--- src/hdl/sgrm_pkg.sv ---
// shared types and constants for the sgr mouse report parser
`default_nettype none

package sgrm_pkg;

    localparam int BYTE_W          = 8;
    localparam int POS_W           = 13;
    localparam int EV_W            = 3;
    localparam int COORD_WIDTH_DEF = 12;
    localparam int CODE_W          = 6;
    localparam int OUT_TDATA_W     = 32;

    localparam logic [BYTE_W-1:0] CHR_ESC     = 8'h1B;
    localparam logic [BYTE_W-1:0] CHR_BRACKET = 8'h5B;
    localparam logic [BYTE_W-1:0] CHR_LT      = 8'h3C;
    localparam logic [BYTE_W-1:0] CHR_SEMI    = 8'h3B;
    localparam logic [BYTE_W-1:0] CHR_REL     = 8'h6D;
    localparam logic [BYTE_W-1:0] CHR_ZERO    = 8'h30;
    localparam logic [BYTE_W-1:0] CHR_NINE    = 8'h39;

    localparam logic [1:0] BTN_LEFT  = 2'd0;
    localparam logic [1:0] BTN_RIGHT = 2'd2;
    localparam int         MOTION_BIT = 5;

    localparam logic [EV_W-1:0] EV_LEFT_PRESS   = 3'd0;
    localparam logic [EV_W-1:0] EV_LEFT_RELEASE = 3'd2;
    localparam logic [EV_W-1:0] EV_LEFT_DRAG    = 3'd4;
    localparam logic [EV_W-1:0] EV_POSITION     = 3'd6;

    typedef enum logic [2:0] {
        PH_IDLE    = 3'd0,
        PH_ESC     = 3'd1,
        PH_BRACKET = 3'd2,
        PH_CODE    = 3'd3,
        PH_COL     = 3'd4,
        PH_ROW     = 3'd5
    } phase_t;

    typedef struct packed {
        logic                   valid;
        logic signed [POS_W-1:0] pos_x;
        logic signed [POS_W-1:0] pos_y;
        logic [EV_W-1:0]        event_code;
    } result_t;

endpackage

`default_nettype wire

--- src/hdl/sgrm_in_stage.sv ---
// input byte register with stream handshake
`default_nettype none

module sgrm_in_stage (
    input  wire logic                      aclk,
    input  wire logic                      aresetn,
    input  wire logic                      s_tvalid,
    output logic                           s_tready,
    input  wire logic [sgrm_pkg::BYTE_W-1:0] s_tdata,
    input  wire logic                      take,
    output logic                           byte_valid,
    output logic [sgrm_pkg::BYTE_W-1:0]    byte_data
);
    import sgrm_pkg::*;

    logic              valid_reg, valid_next;
    logic [BYTE_W-1:0] byte_reg;

    // free when empty or when the held byte leaves this cycle
    assign s_tready   = !valid_reg || take;
    assign byte_valid = valid_reg;
    assign byte_data  = byte_reg;

    always_comb begin
        valid_next = valid_reg;
        if (s_tvalid && s_tready) begin
            valid_next = 1'b1;
        end else if (take) begin
            valid_next = 1'b0;
        end
    end

    always_ff @(posedge aclk) begin
        if (!aresetn) begin
            valid_reg <= 1'b0;
        end else begin
            valid_reg <= valid_next;
        end
    end

    always_ff @(posedge aclk) begin
        if (s_tvalid && s_tready) begin
            byte_reg <= s_tdata;
        end
    end

endmodule

`default_nettype wire

--- src/hdl/sgrm_parser.sv ---
// report recognizer state machine and result formatting
`default_nettype none

module sgrm_parser #(
    parameter int COORD_WIDTH = sgrm_pkg::COORD_WIDTH_DEF
) (
    input  wire logic                        aclk,
    input  wire logic                        aresetn,
    input  wire logic                        step,
    input  wire logic [sgrm_pkg::BYTE_W-1:0] byte_data,
    output sgrm_pkg::result_t                res
);
    import sgrm_pkg::*;

    localparam int MulW = COORD_WIDTH + 4;
    localparam int ExtW = (COORD_WIDTH + 1 > POS_W) ? COORD_WIDTH + 1 : POS_W;
    localparam logic [COORD_WIDTH-1:0] CoordMax = {COORD_WIDTH{1'b1}};

    phase_t                 phase_reg, phase_next;
    logic                   digit_reg, digit_next;
    logic [CODE_W-1:0]      code_reg, code_next;
    logic [COORD_WIDTH-1:0] col_reg, col_next;
    logic [COORD_WIDTH-1:0] row_reg, row_next;

    logic                   is_digit;
    logic [3:0]             dval;
    logic [MulW-1:0]        col_mul, row_mul;
    logic [COORD_WIDTH-1:0] col_sat, row_sat;
    logic [CODE_W-1:0]      code_mul;
    logic [ExtW-1:0]        col_ext, row_ext;
    logic [1:0]             button;
    logic [EV_W-1:0]        side;
    logic [EV_W-1:0]        ev;

    assign is_digit = (byte_data >= CHR_ZERO) && (byte_data <= CHR_NINE);
    assign dval     = is_digit ? 4'(byte_data - CHR_ZERO) : 4'd0;

    // times ten as shift and add; coordinates saturate, the code keeps its low bits
    assign col_mul = (MulW'(col_reg) << 3) + (MulW'(col_reg) << 1) + MulW'(dval);
    assign row_mul = (MulW'(row_reg) << 3) + (MulW'(row_reg) << 1) + MulW'(dval);
    assign col_sat = (col_mul > MulW'(CoordMax)) ? CoordMax : col_mul[COORD_WIDTH-1:0];
    assign row_sat = (row_mul > MulW'(CoordMax)) ? CoordMax : row_mul[COORD_WIDTH-1:0];
    assign code_mul = CODE_W'({code_reg, 3'b000}) + CODE_W'({code_reg, 1'b0})
                    + CODE_W'(dval);

    // zero-based position, wraps to all ones for a zero coordinate
    assign col_ext = ExtW'(col_reg) - ExtW'(1);
    assign row_ext = ExtW'(row_reg) - ExtW'(1);

    assign button = code_reg[1:0];
    assign side   = (button == BTN_RIGHT) ? 3'd1 : 3'd0;

    always_comb begin
        ev = EV_POSITION;
        if (button == BTN_LEFT || button == BTN_RIGHT) begin
            if (byte_data == CHR_REL) begin
                ev = EV_LEFT_RELEASE + side;
            end else if (code_reg[MOTION_BIT]) begin
                ev = EV_LEFT_DRAG + side;
            end else begin
                ev = EV_LEFT_PRESS + side;
            end
        end
    end

    always_comb begin
        phase_next     = phase_reg;
        digit_next     = digit_reg;
        code_next      = code_reg;
        col_next       = col_reg;
        row_next       = row_reg;
        res.valid      = 1'b0;
        res.pos_x      = col_ext[POS_W-1:0];
        res.pos_y      = row_ext[POS_W-1:0];
        res.event_code = ev;
        unique case (phase_reg)
            PH_ESC: begin
                if (byte_data == CHR_BRACKET) begin
                    phase_next = PH_BRACKET;
                end else begin
                    phase_next = (byte_data == CHR_ESC) ? PH_ESC : PH_IDLE;
                    digit_next = 1'b0;
                end
            end
            PH_BRACKET: begin
                if (byte_data == CHR_LT) begin
                    phase_next = PH_CODE;
                    digit_next = 1'b0;
                    code_next  = '0;
                    col_next   = '0;
                    row_next   = '0;
                end else begin
                    phase_next = (byte_data == CHR_ESC) ? PH_ESC : PH_IDLE;
                    digit_next = 1'b0;
                end
            end
            PH_CODE: begin
                if (is_digit) begin
                    code_next  = code_mul;
                    digit_next = 1'b1;
                end else if (byte_data == CHR_SEMI && digit_reg) begin
                    phase_next = PH_COL;
                    digit_next = 1'b0;
                end else begin
                    phase_next = (byte_data == CHR_ESC) ? PH_ESC : PH_IDLE;
                    digit_next = 1'b0;
                end
            end
            PH_COL: begin
                if (is_digit) begin
                    col_next   = col_sat;
                    digit_next = 1'b1;
                end else if (byte_data == CHR_SEMI && digit_reg) begin
                    phase_next = PH_ROW;
                    digit_next = 1'b0;
                end else begin
                    phase_next = (byte_data == CHR_ESC) ? PH_ESC : PH_IDLE;
                    digit_next = 1'b0;
                end
            end
            PH_ROW: begin
                if (is_digit) begin
                    row_next   = row_sat;
                    digit_next = 1'b1;
                end else begin
                    // any non-digit after row digits terminates the report
                    res.valid  = digit_reg;
                    phase_next = (byte_data == CHR_ESC) ? PH_ESC : PH_IDLE;
                    digit_next = 1'b0;
                end
            end
            default: begin
                phase_next = (byte_data == CHR_ESC) ? PH_ESC : PH_IDLE;
                digit_next = 1'b0;
            end
        endcase
    end

    always_ff @(posedge aclk) begin
        if (!aresetn) begin
            phase_reg <= PH_IDLE;
            digit_reg <= 1'b0;
            code_reg  <= '0;
            col_reg   <= '0;
            row_reg   <= '0;
        end else if (step) begin
            phase_reg <= phase_next;
            digit_reg <= digit_next;
            code_reg  <= code_next;
            col_reg   <= col_next;
            row_reg   <= row_next;
        end
    end

endmodule

`default_nettype wire

--- src/hdl/sgrm_out_stage.sv ---
// result register driving the master stream
`default_nettype none

module sgrm_out_stage (
    input  wire logic                             aclk,
    input  wire logic                             aresetn,
    input  wire logic                             load,
    input  wire sgrm_pkg::result_t                res,
    output logic                                  can_load,
    output logic                                  m_tvalid,
    input  wire logic                             m_tready,
    output logic [sgrm_pkg::OUT_TDATA_W-1:0]      m_tdata
);
    import sgrm_pkg::*;

    localparam int PackW = 2 * POS_W + EV_W;

    logic                   valid_reg, valid_next;
    logic [PackW-1:0]       data_reg;

    assign can_load = !valid_reg || m_tready;
    assign m_tvalid = valid_reg;
    assign m_tdata  = OUT_TDATA_W'(data_reg);

    always_comb begin
        valid_next = valid_reg;
        if (load) begin
            valid_next = 1'b1;
        end else if (m_tready) begin
            valid_next = 1'b0;
        end
    end

    always_ff @(posedge aclk) begin
        if (!aresetn) begin
            valid_reg <= 1'b0;
        end else begin
            valid_reg <= valid_next;
        end
    end

    always_ff @(posedge aclk) begin
        if (load) begin
            data_reg <= {res.event_code, res.pos_y, res.pos_x};
        end
    end

endmodule

`default_nettype wire

--- src/hdl/sgr_mouse_report_parser_top.sv ---
// top level of the xterm sgr mouse report parser
`default_nettype none

// Recognizes xterm SGR mouse reports (ESC [ < code ; column ; row, then any
// non-digit terminator) in a stream of raw terminal bytes, one byte per beat.
// Each complete report yields one result beat with zero-based x and y and an
// event code; bytes that do not complete a report yield nothing. A byte passes
// through the input register, then through the recognizer into the result
// register. A new byte is accepted every cycle as long as the result side keeps
// up; the result register only holds the byte path when a finished report is
// still waiting there. Coordinates saturate at 2^COORD_WIDTH - 1, the button
// code keeps its low six bits, and a mismatched byte drops the partial report
// (ESC restarts it).
module sgr_mouse_report_parser_top #(
    parameter int COORD_WIDTH = sgrm_pkg::COORD_WIDTH_DEF
) (
    input  wire logic                             aclk,
    input  wire logic                             aresetn,
    // slave side: raw terminal bytes
    input  wire logic                             s_tvalid,
    output logic                                  s_tready,
    input  wire logic [sgrm_pkg::BYTE_W-1:0]      s_tdata,   // [7:0] byte_in
    // master side: decoded reports
    output logic                                  m_tvalid,
    input  wire logic                             m_tready,
    // [12:0] pos_x, [25:13] pos_y, [28:26] event_code, [31:29] zero
    output logic [sgrm_pkg::OUT_TDATA_W-1:0]      m_tdata
);
    import sgrm_pkg::*;

    logic              byte_valid;
    logic [BYTE_W-1:0] byte_data;
    logic              can_load;
    logic              step;
    result_t           res;

    // a held byte moves on once the result register has room
    assign step = byte_valid && can_load;

    sgrm_in_stage u_in (
        .aclk       (aclk),
        .aresetn    (aresetn),
        .s_tvalid   (s_tvalid),
        .s_tready   (s_tready),
        .s_tdata    (s_tdata),
        .take       (step),
        .byte_valid (byte_valid),
        .byte_data  (byte_data)
    );

    sgrm_parser #(
        .COORD_WIDTH (COORD_WIDTH)
    ) u_parser (
        .aclk      (aclk),
        .aresetn   (aresetn),
        .step      (step),
        .byte_data (byte_data),
        .res       (res)
    );

    // only terminating bytes produce a beat
    sgrm_out_stage u_out (
        .aclk     (aclk),
        .aresetn  (aresetn),
        .load     (step && res.valid),
        .res      (res),
        .can_load (can_load),
        .m_tvalid (m_tvalid),
        .m_tready (m_tready),
        .m_tdata  (m_tdata)
    );

endmodule

`default_nettype wire

--- config.mk ---
export PLATFORM = sky130hd
export DESIGN_NAME = sgr_mouse_report_parser_top
export DESIGN_NICKNAME = d
export VERILOG_FILES = /design/src/hdl/sgrm_pkg.sv /design/src/hdl/sgrm_in_stage.sv /design/src/hdl/sgrm_parser.sv /design/src/hdl/sgrm_out_stage.sv /design/src/hdl/sgr_mouse_report_parser_top.sv
export SDC_FILE = /design/constraint.sdc
export NUM_CORES = 1
export LEC_CHECK = 0
export ABC_AREA = 1
export BUFFER_PORTS_ARGS = -buffer_cell sky130_fd_sc_hd__buf_2
export CAP_MARGIN = 10
export CORE_MARGIN = 8
export CORE_UTILIZATION = 40
export CTS_CLUSTER_SIZE = 10
export DETAILED_ROUTE_END_ITERATION = 16
export HOLD_SLACK_MARGIN = 0.02
export PLACE_DENSITY = 0.67
export SYNTH_ARGS = -nofsm -noshare
export SYNTH_HDL_FRONTEND = slang
export SYNTH_SLANG_ARGS = --single-unit
--- constraint.sdc ---
create_clock -name aclk -period 5.2 [get_ports aclk]
set_clock_uncertainty 0.1 [all_clocks]
set_input_delay 0.26 -clock aclk [delete_from_list [all_inputs] [get_ports aclk]]
set_output_delay 0.26 -clock aclk [all_outputs]
set_load 0.02 [all_outputs]
Word level (Yosys, flattened, before mapping)
Index checks and enable logic that the tools add are counted.
{"block": "totals", "input_bits": 12, "word_cells": 98, "output_inout_bits": 34, "register_bits": 73}
{"block": "classes", "muxes": 32, "reduce_logical": 22, "n_eq_ne": 19, "order_cmp": 4, "n_addsub": 11}
{"operator": "2-to-1 mux 12 bit", "n": 5}
{"operator": "one-hot mux 12 bit (2 select lines)", "n": 2}
{"operator": "adder 15 x 13 -> 16 bit", "n": 2}
{"operator": "adder 16 x 4 -> 16 bit", "n": 2}
{"operator": "> comparator 16 x 12 -> 1 bit, second input constant", "n": 2}
{"operator": "2-to-1 mux 3 bit", "n": 9}
{"operator": "subtractor 12 x 1 -> 13 bit, second input constant", "n": 2}
{"operator": "== test 8 x 6 -> 1 bit, second input constant", "n": 2}
{"operator": "== test 8 x 7 -> 1 bit, second input constant", "n": 2}
{"operator": "AND reduction 4 bit", "n": 4}
{"operator": "one-hot mux 3 bit (5 select lines)", "n": 1}
{"operator": "2-to-1 mux 6 bit", "n": 2}
{"operator": "one-hot mux 6 bit (2 select lines)", "n": 1}
{"operator": "2-to-1 mux 1 bit", "n": 10}
{"operator": "nonzero test 2 bit", "n": 5}
{"operator": "== test 8 x 5 -> 1 bit, second input constant", "n": 1}
{"operator": ">= comparator 8 x 6 -> 1 bit, second input constant", "n": 1}
{"operator": "<= comparator 8 x 6 -> 1 bit, second input constant", "n": 1}
{"operator": "!= test 2 x 1 -> 1 bit, second input constant", "n": 4}
{"operator": "!= test 2 bit, second input constant", "n": 4}
{"operator": "adder 6 x 4 -> 6 bit", "n": 1}
{"operator": "adder 6 bit", "n": 1}
{"operator": "== test 3 x 2 -> 1 bit, second input constant", "n": 2}
{"operator": "== test 3 bit, second input constant", "n": 2}
{"operator": "13 further kinds", "n": 20}

Depth between registers and ports, before layout
{"block": "logic_depth", "ltp_word": 8, "ltp_mapped": 24, "ltp_nobuf": 23}

Hierarchy
Synthesis repeated with hierarchy kept, for this count alone.
{"block": "unflattened", "cells_unflattened": 649, "hier_area_um2": 5223.8}
{"module": "sgrm_parser", "cells_per_inst": 591, "seq_area_each_um2": 680.7, "area_each_um2": 3971.3, "instances": 1}
{"module": "sgrm_out_stage", "cells_per_inst": 39, "seq_area_each_um2": 890.9, "area_each_um2": 943.4, "instances": 1}
{"module": "sgrm_in_stage", "cells_per_inst": 15, "seq_area_each_um2": 260.2, "area_each_um2": 291.5, "instances": 1}
{"module": "sgr_mouse_report_parser_top", "cells_per_inst": 4, "seq_area_each_um2": 0.0, "area_each_um2": 17.5, "instances": 1}

Least setup slack after synthesis
No wires, ideal clock.
{"block": "synth_timing", "path_kind": "register -> register", "startpoint": "register u_in.byte_reg[7] (netlist: u_in.byte_data[7])", "endpoint": "register u_parser.col_reg[10]", "stages_incl_launch_ff": 22, "synth_period_minus_slack_ns": 3.149, "t_arrival_ns": 2.910, "n_path_buf": 1, "setup_slack_ns": 2.051, "required_ns": 4.961, "cell_sequence": "edfxtp_1 inv_2 nand2_1 nor2_4 o21ai_2 inv_2 nand2_1 xor2_1 inv_1 ha_1 fa_1 nand3_1 nand3_1 nand3_1 nand3_1 nand2_1 nand2_1 nor2_1 buf_2 nand3_1 nand2_1 a21oi_2"}
{"block": "synth_between", "elab_chain_len": 8}
{"item": "start, declared", "line": "sgrm_in_stage.sv:17", "source": "logic [BYTE_W-1:0] byte_reg;"}
{"item": "start signal, assigned", "line": "sgrm_in_stage.sv:43", "source": "byte_reg <= s_tdata;"}
{"item": ">= comparator 8 x 6 -> 1 bit or <= comparator 8 x 6 -> 1 bit (tied branches)", "line": "sgrm_parser.sv:35", "source": "assign is_digit = (byte_data >= CHR_ZERO) && (byte_data <= CHR_NINE);"}
{"item": "logical AND 1 bit", "line": "sgrm_parser.sv:35"}
{"item": "2-to-1 mux 4 bit", "line": "sgrm_parser.sv:36", "source": "assign dval = is_digit ? 4'(byte_data - CHR_ZERO) : 4'd0;"}
{"item": "adder 16 x 4 -> 16 bit", "line": "sgrm_parser.sv:39", "source": "assign col_mul = (MulW'(col_reg) << 3) + (MulW'(col_reg) << 1) + MulW'(dval);"}
{"item": "> comparator 16 x 12 -> 1 bit", "line": "sgrm_parser.sv:41", "source": "assign col_sat = (col_mul > MulW'(CoordMax)) ? CoordMax : col_mul[COORD_WIDTH-1:0];"}
{"item": "2-to-1 mux 12 bit", "line": "sgrm_parser.sv:41"}
{"item": "2-to-1 mux 12 bit", "line": "sgrm_parser.sv:110", "source": "if (is_digit) begin"}
{"item": "one-hot mux 12 bit (2 select lines)", "line": "sgrm_parser.sv:76", "source": "unique case (phase_reg)"}
{"item": "end signal, assigned", "line": "sgrm_parser.sv:150", "source": "col_reg <= col_next;"}
{"item": "end, declared", "line": "sgrm_parser.sv:22", "source": "logic [COORD_WIDTH-1:0] col_reg, col_next;"}
Parallel ways exist; a longest one is shown, timed or not. The select of a mux whose other input is x is not followed.
A chain may end at the register's enable or synchronous reset.

Worst setup path after layout
{"block": "layout_timing", "startpoint": "register u_in.byte_reg[6] (netlist: u_in.byte_data[6])", "endpoint": "register u_parser.row_reg[6]"}
{"block": "layout_between", "elab_chain_len": 8}
{"item": ">= comparator 8 x 6 -> 1 bit or <= comparator 8 x 6 -> 1 bit (tied branches)", "line": "sgrm_parser.sv:35"}
{"item": "logical AND 1 bit", "line": "sgrm_parser.sv:35"}
{"item": "2-to-1 mux 4 bit", "line": "sgrm_parser.sv:36"}
{"item": "adder 16 x 4 -> 16 bit", "line": "sgrm_parser.sv:40", "source": "assign row_mul = (MulW'(row_reg) << 3) + (MulW'(row_reg) << 1) + MulW'(dval);"}
{"item": "> comparator 16 x 12 -> 1 bit", "line": "sgrm_parser.sv:42", "source": "assign row_sat = (row_mul > MulW'(CoordMax)) ? CoordMax : row_mul[COORD_WIDTH-1:0];"}
{"item": "2-to-1 mux 12 bit", "line": "sgrm_parser.sv:42"}
{"item": "2-to-1 mux 12 bit", "line": "sgrm_parser.sv:122", "source": "if (is_digit) begin"}
{"item": "one-hot mux 12 bit (2 select lines)", "line": "sgrm_parser.sv:76"}
{"item": "end signal, assigned", "line": "sgrm_parser.sv:151", "source": "row_reg <= row_next;"}
{"item": "end, declared", "line": "sgrm_parser.sv:23", "source": "logic [COORD_WIDTH-1:0] row_reg, row_next;"}
Parallel ways exist; a longest one is shown, timed or not. The select of a mux whose other input is x is not followed.

==> flow_summary.toml <==
[power]
power_w = 0.001328
vdd_ir_drop_max_uv = 145.9
leakage_nw = 2.779
pwr_density_cell_nw_per_um2 = 222.4

[layout]
final_cell_mix = "nand2_1, inv_1, ha_1"
nNetsFinal = 792
final_util_pct = 47.14
syn_to_final_growth_pct = 14.32
drive_gt1_share_pct = 13.38
diodes = 0
final_common_cell = "nand2_1"
largest_reg_flops = 29

[route]
final_antenna_net_count = 0
initialDrtViolationCount = 204
drt-vias-per-instance = 4.775
drc_errors = 0
first_pass_iters = 4
vias = 4283
wirelength_um = 10810
wire_per_inst_um = 12.05

[worst_setup_path]
worstSetupStartpointType = "flop"
cpMaxStageDelayCell = "nor2_1"
cpPeakStageDelay_ps = 580
r2r-start = "u_in.byte_data[6]$_DFFE_PP_"
startpoint = "u_in.byte_data[6]$_DFFE_PP_"
crit_type = "reg -> reg"
crit_fanout = 12
worstPathRequired_ps = 5310
cp-end-kind = "flop"
crit_arrival_ps = 3910
worstPathCellList = "inv_2 -> nand2_1 -> nor2_4 -> o21ai_2 -> inv_2 -> nand2_1 -> xor2_1 -> inv_1 -> ha_1 -> fa_1 -> nand3_1 -> nand3_1 -> nand3_1 -> nand3_1 -> nand2_1 -> nand2_1 -> nor2_1 -> nand3_1 -> nand2_1 -> a21oi_1"

[clocking]
clkTransAtPathRegs_ps = 60
clk_path_buf_depth = 2
insertion_delay_ps = 340
htreeDepth = 3
root_buffer = "clkbuf_16"
clock-sinks = 73
cts_buffers = 9
cts_setup_buffers = 0
ctsHoldBuffers = 8
cts_tree = "done"
post_cts_resized = 0

[synthesis]
ys_seq_elements = 73
async_reset_ff_share_pct = 0
syn_area_um2 = 5225
yosys_warnings = 0
synth_ff_type = "edfxtp_1"
synthCells = 670
yosysSeqAreaShare_pct = 35.06
syn_area_per_cell_um2 = 7.799
synthDistinctLibCells = 45
synth-edff-count = 37

[grt]
grt_pass1_wl_um = 18770
grt_max_degree = 30
antenna_found_initial = 0
grt-ovfl-total = 0
grt_pass1_vias = 4048
track_usage_pct = 13.80

[status]
status = "finished clean"

[sta]
fin_crit_ps = 3805
timing.slew.headroom_pct = 24.97
rsz0062_at_grt = "false"
max_freq_mhz = 262.8
setup_viol = 0
fin_crit_sh_pct = 73.17
finalSetupTns_ps = 0
hold_violations = 0
tightest_slew_ps = 1124
slew_viol_final = 0

[place]
gp_congestion = 0.8789
portBuffers = 42
post-dp-hpwl_um = 8422

[hold_path]
min_path_type = "in -> reg"
min-delay-start = "s_tvalid"

[die]
core-area_um2 = 12670
top_level_ports = 46
fp-row-count = 41
die_y_um = 130.3
initial_core_util_pct = 41.24
dieArea_um2 = 16980
die_w_um = 130.3

[run]
cap_viol_max_count = 0
## synthesized netlist by cell type, types with 3 or more instances
library cell / count / area (um^2)
fa_1: 3 / 60.06
xnor2_1: 15 / 131.4
buf_2: 4 / 20.02
ha_1: 57 / 713.2
dfxtp_1: 36 / 720.7
nand3_1: 55 / 275.3
inv_2: 11 / 41.29
xor2_1: 20 / 175.2
nor3_1: 7 / 35.03
clkbuf_1: 3 / 11.26
nor2_2: 4 / 25.02
nand4_1: 7 / 43.79
edfxtp_1: 37 / 1111
nor2_1: 39 / 146.4
a21oi_2: 10 / 87.58
a21oi_1: 47 / 235.2
nand3b_1: 3 / 22.52
nor4_1: 4 / 25.02
o21bai_1: 5 / 37.54
inv_1: 78 / 292.8
nand2_1: 187 / 701.9
buf_4: 5 / 37.54
o21ai_0: 5 / 25.02
## worst paths after layout
kind / endpoint / slack [ps] / depth (start not counted)
worst min-delay path: u_in.byte_valid$_SDFFE_PN0P_ / 90 / 3
worst max-delay path: u_parser.row_reg[6]$_SDFFE_PN0P_ / 1400 / 20
worst min register to register: u_parser.code_reg[3]$_SDFFE_PN0P_ / 370 / 2
worst max register to register: u_parser.row_reg[6]$_SDFFE_PN0P_ / 1400 / 20
## cells by family after synthesis
| kind of cell | count (synthesis) | synth area share, % |
|---|---|---|
| buf+inv | 103 | 8.142 |
| simple gates | 320 | 26.87 |
| compound gates | 78 | 9.196 |
| flops | 73 | 35.06 |
| xor+xnor | 35 | 5.867 |
| fa+ha+maj | 60 | 14.80 |
| other cells | 1 | 0.07177 |
## metrics by stage
stage | area, um^2 | instances | hold WS (ps) | setup slack, ps
after floorplan | 5233 | 672 | 258.9 | 2051
after CTS | 5973 | 897 | 83.80 | 1402
after global placement | 5574 | 873 | 337.1 | 1467
after global routing | 5973 | 897 | 111.8 | 1011
after detailed placement | 5574 | 873 | 339.3 | 1423
final | 5973 | 897 | 93.64 | 1395
## per-layer routing
metal,track usage (%),routed length [um]
met5,0,0
met4,3.893,125
met3,3.672,666
met2,21.63,4622
met1,18.27,5390
## layout make-up
| type | count | area [um^2] |
|---|---|---|
| multi-input combinational | 496 | 2975 |
| clock inverter | 7 | 93.84 |
| fill | 1251 | 6698 |
| sequential | 73 | 1832 |
| clock buffer | 9 | 225.2 |
| timing repair buffer | 51 | 297.8 |
| inverter | 89 | 334.1 |
| tap | 172 | 215.2 |
## report_power, final
part	internal, W	switching [W]	leakage [nW]
combinational	0.0000175	0.0000322	2.09
clock	0.000420	0.000244	0.153
sequential	0.000608	0.00000670	0.537
total	0.00105	0.000283	2.78
## worst max-delay path, delay by kind of cell (launching register included)
kind / cells / cell delay [ps]
compound gates: 2 / 160
xor+xnor: 1 / 180
fa+ha+maj: 2 / 810
buf+inv: 3 / 230
flops: 1 / 380
simple gates: 12 / 1820
No activity file was read; power rests on OpenSTA's default activity.
